[src/sv/lsp_pkg.sv]
// Package for the LDPC segmentation parameter block: item types, constants
// and the lifting size table. No dependencies.
package lsp_pkg;

  typedef struct packed {
    logic [20:0] tb_size;
    logic [10:0] code_rate;
  } lsp_in_t;

  typedef struct packed {
    logic        base_graph;
    logic [4:0]  tb_crc_len;
    logic [20:0] tb_bits_crc;
    logic [9:0]  num_blocks;
    logic [4:0]  block_crc_len;
    logic [13:0] bits_per_block;
    logic [8:0]  lifting_size;
    logic [13:0] info_bits;
    logic [13:0] filler_bits;
    logic [14:0] coded_bits;
  } lsp_out_t;

  localparam int NumLifts = 51;
  localparam logic [21:0] KcbBg1 = 22'd8448;
  localparam logic [21:0] KcbBg2 = 22'd3840;

  // Reciprocals ceil(2^36 / (Kcb - 24)); the product shifted down by 36 is the
  // exact quotient for every numerator below 2^22.
  localparam int RecipShift = 36;
  localparam logic [24:0] RecipBg1 = 25'((64'd1 << 36) / 64'd8424 + 64'd1);
  localparam logic [24:0] RecipBg2 = 25'((64'd1 << 36) / 64'd3816 + 64'd1);

  function automatic logic [8:0] lift_val(input logic [5:0] idx);
    logic [8:0] v;
    case (idx)
      6'd0: v = 9'd2;     6'd1: v = 9'd3;     6'd2: v = 9'd4;
      6'd3: v = 9'd5;     6'd4: v = 9'd6;     6'd5: v = 9'd7;
      6'd6: v = 9'd8;     6'd7: v = 9'd9;     6'd8: v = 9'd10;
      6'd9: v = 9'd11;    6'd10: v = 9'd12;   6'd11: v = 9'd13;
      6'd12: v = 9'd14;   6'd13: v = 9'd15;   6'd14: v = 9'd16;
      6'd15: v = 9'd18;   6'd16: v = 9'd20;   6'd17: v = 9'd22;
      6'd18: v = 9'd24;   6'd19: v = 9'd26;   6'd20: v = 9'd28;
      6'd21: v = 9'd30;   6'd22: v = 9'd32;   6'd23: v = 9'd36;
      6'd24: v = 9'd40;   6'd25: v = 9'd44;   6'd26: v = 9'd48;
      6'd27: v = 9'd52;   6'd28: v = 9'd56;   6'd29: v = 9'd60;
      6'd30: v = 9'd64;   6'd31: v = 9'd72;   6'd32: v = 9'd80;
      6'd33: v = 9'd88;   6'd34: v = 9'd96;   6'd35: v = 9'd104;
      6'd36: v = 9'd112;  6'd37: v = 9'd120;  6'd38: v = 9'd128;
      6'd39: v = 9'd144;  6'd40: v = 9'd160;  6'd41: v = 9'd176;
      6'd42: v = 9'd192;  6'd43: v = 9'd208;  6'd44: v = 9'd224;
      6'd45: v = 9'd240;  6'd46: v = 9'd256;  6'd47: v = 9'd288;
      6'd48: v = 9'd320;  6'd49: v = 9'd352;  6'd50: v = 9'd384;
      default: v = 9'd384;
    endcase
    return v;
  endfunction

endpackage

[src/sv/lsp_div.sv]
// Pipelined restoring divider, one quotient bit per stage, with side data.
// No dependencies; no package import needed.
module lsp_div #(
  parameter int NumW  = 22,
  parameter int DenW  = 14,
  parameter int SideW = 8
) (
  input  logic             clk,
  input  logic             rst,
  input  logic             in_vld,
  input  logic [NumW-1:0]  num,
  input  logic [DenW-1:0]  den,
  input  logic [SideW-1:0] side_in,
  output logic             out_vld,
  output logic [NumW-1:0]  quot,
  output logic [DenW-1:0]  rem,
  output logic [SideW-1:0] side_out
);

  logic             vld  [NumW+1];
  logic [NumW-1:0]  q    [NumW+1];
  logic [DenW:0]    r    [NumW+1];
  logic [DenW-1:0]  d    [NumW+1];
  logic [SideW-1:0] sd   [NumW+1];

  always_comb begin
    vld[0] = in_vld;
    q[0]   = num;
    r[0]   = '0;
    d[0]   = den;
    sd[0]  = side_in;
  end

  // One shift and subtract step per register stage.
  for (genvar s = 0; s < NumW; s++) begin : g_stage
    logic [DenW+1:0] trial;
    logic [DenW+1:0] shifted;
    always_comb begin
      shifted = {r[s], q[s][NumW-1]};
      trial   = shifted - {2'b00, d[s]};
    end
    always_ff @(posedge clk) begin
      if (rst) begin
        vld[s+1] <= 1'b0;
      end else begin
        vld[s+1] <= vld[s];
      end
      if (!trial[DenW+1]) begin
        r[s+1] <= trial[DenW:0];
      end else begin
        r[s+1] <= shifted[DenW:0];
      end
      q[s+1]  <= {q[s][NumW-2:0], ~trial[DenW+1]};
      d[s+1]  <= d[s];
      sd[s+1] <= sd[s];
    end
  end

  assign out_vld  = vld[NumW];
  assign quot     = q[NumW];
  assign rem      = r[NumW][DenW-1:0];
  assign side_out = sd[NumW];

endmodule

[src/sv/lsp_lift.sv]
// Lifting size selection: a registered compare of Kb*Z against K' over the
// table, then a priority pick. Depends on lsp_pkg.
module lsp_lift
  import lsp_pkg::*;
(
  input  logic        clk,
  input  logic        rst,
  input  logic        in_vld,
  input  logic [4:0]  kb,
  input  logic [21:0] kd,
  input  lsp_out_t    part_in,
  output logic        out_vld,
  output lsp_out_t    res
);

  logic [NumLifts-1:0] fit;
  logic                vld1;
  lsp_out_t            part1;
  logic [21:0]         kd1;

  // Stage one: compare every table entry in parallel.
  always_ff @(posedge clk) begin
    if (rst) begin
      vld1 <= 1'b0;
    end else begin
      vld1 <= in_vld;
    end
    for (int i = 0; i < NumLifts; i++) begin
      fit[i] <= ({8'd0, {9'd0, kb} * {5'd0, lift_val(6'(i))}} >= kd);
    end
    part1 <= part_in;
    kd1   <= kd;
  end

  logic [8:0]  zc;
  logic [14:0] k;
  logic [15:0] n;
  lsp_out_t    res_next;

  // Stage two: first fitting entry, then K, filler and N.
  always_comb begin
    zc = 9'd384;
    for (int i = NumLifts - 1; i >= 0; i--) begin
      if (fit[i]) begin
        zc = lift_val(6'(i));
      end
    end
    if (part1.base_graph) begin
      k = 15'(zc * 10);
      n = 16'(zc * 50);
    end else begin
      k = 15'(zc * 22);
      n = 16'(zc * 66);
    end
    res_next              = part1;
    res_next.lifting_size = zc;
    res_next.info_bits    = k[13:0];
    if ({7'd0, k} >= kd1) begin
      res_next.filler_bits = 14'({7'd0, k} - kd1);
    end else begin
      res_next.filler_bits = '0;
    end
    res_next.coded_bits = n[14:0];
  end

  always_ff @(posedge clk) begin
    if (rst) begin
      out_vld <= 1'b0;
    end else begin
      out_vld <= vld1;
    end
    res <= res_next;
  end

endmodule

[src/sv/ldpc_segmentation_params.sv]
// LDPC code block segmentation parameters, top level.
// Depends on lsp_pkg, lsp_div and lsp_lift.
//
// Usage: drive din and raise start; an item is taken at each rising edge
// with start high and busy low. busy is held low, so an item may enter
// every cycle. Each result appears on dout for one cycle with done high.
// The receiver cannot stall; results leave in order.
// Pipeline, from the accepting edge to the edge that takes the result: the
// graph stage, a registered reciprocal multiply for C = ceil(B/(Kcb-24)),
// the numerator stage, two 22-stage pipelined dividers in parallel (B/C
// and B'/C) and the two-stage lifting compare. Throughput is one item per
// cycle.
// Reset clears all valid bits; no result is produced until new items.
// There is no configuration and no memory.
module ldpc_segmentation_params
  import lsp_pkg::*;
(
  input  logic     clk,
  input  logic     rst,
  input  logic     start,
  input  lsp_in_t  din,
  output logic     busy,
  output logic     done,
  output lsp_out_t dout
);

  assign busy = 1'b0;

  logic        v0;
  logic        bg2;
  logic [21:0] b;
  logic [4:0]  tbcrc;
  logic        multi;

  // Stage one: graph choice, CRC length and B.
  always_ff @(posedge clk) begin
    logic g;
    logic [4:0] cl;
    g = (din.tb_size <= 21'd292)
        || (din.tb_size <= 21'd3824 && {7'd0, din.code_rate} * 18'd100 < 18'd68608)
        || (din.code_rate <= 11'd256);
    cl = (din.tb_size > 21'd3824) ? 5'd24 : 5'd16;
    if (rst) begin
      v0 <= 1'b0;
    end else begin
      v0 <= start;
    end
    bg2   <= g;
    tbcrc <= cl;
    b     <= {1'b0, din.tb_size} + {17'd0, cl};
  end

  always_comb begin
    multi = bg2 ? (b > KcbBg2) : (b > KcbBg1);
  end

  // First division: C = ceil(B / (Kcb - 24)) through (B + den - 1) / den,
  // taken as a multiply by the reciprocal of the constant divisor.
  logic [13:0] den1;
  logic [21:0] num1;
  logic [24:0] recip1;
  logic [45:0] prod0;
  assign den1   = bg2 ? 14'd3816 : 14'd8424;
  assign recip1 = bg2 ? RecipBg2 : RecipBg1;
  assign num1   = b + {8'd0, den1} - 22'd1;
  assign prod0  = {24'd0, num1} * {21'd0, recip1};

  logic        v1;
  logic [9:0]  q1;
  logic        bg2_1, multi_1;
  logic [4:0]  tbcrc_1;
  logic [21:0] b_1;
  logic [9:0]  c_1;
  logic [21:0] bd_1;

  // Register the quotient with the fields that travel beside it.
  always_ff @(posedge clk) begin
    if (rst) begin
      v1 <= 1'b0;
    end else begin
      v1 <= v0;
    end
    q1      <= prod0[RecipShift+9:RecipShift];
    bg2_1   <= bg2;
    multi_1 <= multi;
    tbcrc_1 <= tbcrc;
    b_1     <= b;
  end

  assign c_1  = multi_1 ? q1 : 10'd1;
  assign bd_1 = multi_1 ? b_1 + {12'd0, c_1} * 22'd24 : b_1;

  // Stage: register the ceiling numerators for the second dividers.
  logic        v2, bg2_2, multi_2;
  logic [4:0]  tbcrc_2;
  logic [21:0] b_2, nb_2, nbd_2;
  logic [9:0]  c_2;
  always_ff @(posedge clk) begin
    if (rst) begin
      v2 <= 1'b0;
    end else begin
      v2 <= v1;
    end
    bg2_2   <= bg2_1;
    multi_2 <= multi_1;
    tbcrc_2 <= tbcrc_1;
    b_2     <= b_1;
    c_2     <= c_1;
    nb_2    <= b_1 + {12'd0, c_1} - 22'd1;
    nbd_2   <= bd_1 + {12'd0, c_1} - 22'd1;
  end

  localparam int S2W = 1 + 1 + 5 + 22 + 10;
  logic           v3, v3b;
  logic [21:0]    qb, qbd;
  logic [9:0]     rb, rbd;
  logic [S2W-1:0] s2;
  logic [0:0]     unused_side;

  lsp_div #(.NumW(22), .DenW(10), .SideW(S2W)) u_div_cbz (
    .clk(clk), .rst(rst), .in_vld(v2), .num(nb_2), .den(c_2),
    .side_in({bg2_2, multi_2, tbcrc_2, b_2, c_2}), .out_vld(v3), .quot(qb),
    .rem(rb), .side_out(s2)
  );

  lsp_div #(.NumW(22), .DenW(10), .SideW(1)) u_div_kd (
    .clk(clk), .rst(rst), .in_vld(v2), .num(nbd_2), .den(c_2),
    .side_in(1'b0), .out_vld(v3b), .quot(qbd), .rem(rbd),
    .side_out(unused_side)
  );

  logic        bg2_3, multi_3;
  logic [4:0]  tbcrc_3;
  logic [21:0] b_3;
  logic [9:0]  c_3;
  logic [4:0]  kb;
  lsp_out_t    part;
  assign {bg2_3, multi_3, tbcrc_3, b_3, c_3} = s2;

  // Kb from graph and B, and the fields known before the lifting search.
  always_comb begin
    if (!bg2_3) begin
      kb = 5'd22;
    end else if (b_3 > 22'd640) begin
      kb = 5'd10;
    end else if (b_3 > 22'd560) begin
      kb = 5'd9;
    end else if (b_3 > 22'd192) begin
      kb = 5'd8;
    end else begin
      kb = 5'd6;
    end
    part                = '0;
    part.base_graph     = bg2_3;
    part.tb_crc_len     = tbcrc_3;
    part.tb_bits_crc    = b_3[20:0];
    part.num_blocks     = c_3;
    part.block_crc_len  = multi_3 ? 5'd24 : 5'd0;
    part.bits_per_block = qb[13:0];
    if (v3b && (|rb || |rbd || |unused_side)) begin
      part.lifting_size = '0;
    end
  end

  lsp_lift u_lift (
    .clk(clk), .rst(rst), .in_vld(v3), .kb(kb), .kd(qbd), .part_in(part),
    .out_vld(done), .res(dout)
  );

endmodule
[config.mk]
export PLATFORM = sky130hd
export DESIGN_NAME = ldpc_segmentation_params
export DESIGN_NICKNAME = d
export VERILOG_FILES = /design/src/sv/lsp_pkg.sv /design/src/sv/lsp_div.sv /design/src/sv/lsp_lift.sv /design/src/sv/ldpc_segmentation_params.sv
export SDC_FILE = /design/constraint.sdc
export NUM_CORES = 2
export LEC_CHECK = 0
export BUFFER_PORTS_ARGS = -buffer_cell sky130_fd_sc_hd__buf_2
export CORE_UTILIZATION = 62
export CTS_CLUSTER_DIAMETER = 120
export CTS_CLUSTER_SIZE = 30
export DETAILED_ROUTE_END_ITERATION = 12
export PLACE_DENSITY = 0.84
export SLEW_MARGIN = 20
export SYNTH_ARGS = -nofsm -noshare
export SYNTH_HDL_FRONTEND = slang
export SYNTH_SLANG_ARGS = --single-unit
[constraint.sdc]
create_clock -name clk -period 14.8 [get_ports clk]
set_clock_uncertainty 0.2 [all_clocks]
set_input_delay 2.22 -clock clk [delete_from_list [all_inputs] [get_ports clk]]
set_output_delay 2.22 -clock clk [all_outputs]
set_load 0.03 [all_outputs]
==> out/qor.yml <==
die:
  io-pin-count: 145
  rows: 143
  core_area_sq_um: 153000
  die_w_um: 395
  dieHeight_um: 395
  start_util_pct: 62.7
  dieArea_sq_um: 156000
worst_hold_path:
  hold_path.startpoint: "u_div_kd.q[314]"
  worstHoldPathType: "reg2reg"
global_routing:
  grt_pass1_wl_mm: 314
  grt_pass1_vias: 60257
  antenna_found_initial: 0
  grt_max_degree: 42
  track_usage_pct: 25.3
  overflow: 0
finish:
  finish.instance_area_sq_um: 101000
  drive_gt1_share_pct: 7.58
  fill_cells: 11004
  nNetsFinal: 10077
  regArea_sq_um: 47400
  multi_input_area_sq_um: 44300
  n_antenna_cell: 0
  area_delta_synth_final_pct: 5.97
  final_common_cell: "dfxtp_1"
  layout_common_cells: "dfxtp_1, ha_1, inv_1, nor2_1, fa_1"
drt:
  vias_per_cell: 5.38
  first_iter_violations: 2583
  drc: 0
  ant_nets: 0
  via_count: 57074
  wl_per_cell_um: 18.5
  first_pass_iters: 5
  wirelength_mm: 196
clocking:
  h-tree-depth: 3
  cts_made_buffers: 89
  clkLatencyLatePin_ns: 0.75
  cts_tree: "done"
  path_clk_slew_ns: 0.11
  cts-resized-gates: 0
  ctsHoldBuffers: 0
  post-cts-setup-buffer-count: 0
  cts.path.max_buffers: 3
  cts.sinks: 2368
  cts_root_buffer: "clkbuf_16"
run_status:
  status: "finished clean"
placed_design:
  hpwl_mm: 154
  port-buffer-count: 134
  finalWeightedCongestion: 0.932
  placed_area_sq_um: 99000
  dp_slack_ns: 4.47
critical_path:
  slowest_delay_ns: 0.79
  cp_max_fo: 6
  setup.worst_path.start: "b[0]"
  worstPathRequired_ns: 15.22
  worstSetupStartpointType: "flop"
  r2r-start: "b[0]"
  path_class: "reg2reg"
  cp.arrival_ns: 10.81
  path_common_cell: "fa_1"
  end_kind: "flop"
  cp_slowest_cell: "a221oi_1"
synthesis:
  syn_inst: 8349
  synth-edff-count: 0
  yosys_warnings: 0
  synth_cell_types: 76
  ys_seq_area_share_pct: 49.5
  netlist_area_sq_um: 95700
  synth_flop_cell: "dfxtp_1"
  synth-async-reset-ratio_pct: 0
  syn_avg_cell_area_sq_um: 11.5
  ys_seq_elements: 2368
timing:
  tightest_slew_ns: 1.08
  final-hold-violation-count: 0
  rsz0062_at_grt: "no"
  finalSetupViolations: 0
  timing.fmax_ghz: 0.0962
  period_share_pct: 70.2
  slew_headroom_pct: 27.5
  hold_slack_ns: 0.109
  tns_ns: 0
  drv_slew: 0
  post-route-min-period_ns: 10.39
  setup_slack_ns: 4.41
job:
  max_cap_viol_count: 0
-- worst max-delay path, delay by kind of cell (launching register included) --
kind            cells  cell delay [ns]
buf+inv             4             0.52
compound gates     10             3.11
xor+xnor            2             0.73
simple gates        6             0.98
fa+ha+maj           9             4.31
flops               1             0.43
-- layer usage --
| layer | up-vias | track usage, % | wire [um] |
|---|---|---|---|
| met4 | 0 | 10.7 | 8140 |
| met1 | 27508 | 28.2 | 77800 |
| met2 | 1008 | 48.7 | 105000 |
| met5 | - | 0 | 0 |
| li1 | 28210 | - | - |
| met3 | 348 | 1.97 | 5140 |
-- flip-flops by register name, indices dropped and copies added (netlist names), 10 cells and up --
| signal | cells |
|---|---|
| u_lift.part1 | 48 |
| c_2 | 10 |
| u_div_cbz.side_out | 35 |
| b_1 | 22 |
| u_lift.fit | 50 |
| b | 22 |
| u_div_kd.g_stage.shifted | 249 |
| u_div_kd.quot | 22 |
| u_div_cbz.q | 244 |
| u_div_cbz.quot | 14 |
| nb_2 | 19 |
| u_div_cbz.vld | 21 |
| u_div_cbz.sd | 546 |
| b_2 | 22 |
| u_lift.kd1 | 22 |
| u_div_kd.d | 189 |
| u_div_cbz.g_stage.shifted | 252 |
| nbd_2 | 22 |
| q1 | 10 |
| u_div_kd.q | 441 |
| u_lift.res | 94 |
-- cell families after synthesis --
| kind of cell | after synthesis | synth area share [%] |
|---|---|---|
| compound gates | 1398 | 9.27 |
| xor+xnor | 397 | 3.70 |
| fa+ha+maj | 1459 | 22.0 |
| buf+inv | 1093 | 4.41 |
| flops | 2368 | 49.5 |
| mux | 419 | 4.81 |
| other cells | 2 | 0.00785 |
| simple gates | 1213 | 6.27 |
-- worst paths after layout --
kind,slack (ns),depth (start not counted),endpoint
setup / recovery,4.41,31,q1[4]
setup reg to reg,4.41,31,q1[4]
hold reg to reg,0.11,0,u_div_kd.q[293]
hold / removal,0.11,0,u_div_kd.q[293]
-- cell usage after synthesis, types with 6 or more instances --
cell type,number,area share [%]
a211oi_1,17,0.13
a21boi_0,142,1.1
a21o_1,216,1.7
a21oi_1,297,1.6
a221oi_1,7,0.064
a311oi_1,35,0.32
a31oi_1,96,0.63
and2_1,48,0.31
and3_1,14,0.092
and4_1,12,0.11
buf_2,25,0.13
buf_4,24,0.19
clkbuf_1,24,0.094
dfxtp_1,2368,50
fa_1,369,7.7
ha_1,1090,14
inv_1,1015,4.0
mux2_2,329,3.9
mux2i_1,90,0.94
nand2_1,212,0.83
nand2b_1,116,0.76
nand3_1,78,0.41
nand4_1,14,0.092
nor2_1,380,1.5
nor2b_1,190,1.2
nor3_1,75,0.39
nor4_1,30,0.20
o211ai_1,9,0.071
o21a_1,64,0.50
o21ai_0,348,1.8
o21ai_1,34,0.18
o21bai_1,34,0.27
o22a_1,40,0.37
o31ai_1,13,0.10
or2_2,12,0.078
or3_1,6,0.039
or4_1,10,0.078
xnor2_1,222,2.0
xnor2_2,8,0.14
xor2_1,166,1.5
-- through the flow --
stage,std cells,utilization (%)
2_1_floorplan,8391,-
3_3_place_gp,10522,64.9
3_5_place_dp,10522,64.9
4_1_cts,10618,66.4
5_1_grt,10618,66.4
6_report,10618,66.4
-- layout make-up --
cell class	instances	area share [%]
tap	2030	2.51
sequential	2368	46.8
inverter	1016	3.76
timing repair buffer	178	0.987
multi-input combinational	4930	43.7
clock buffer	89	2.20
clock inverter	7	0.118
Power is not shown: default switching activity piles up to over one toggle a cycle in this logic, so the estimate is an artifact.
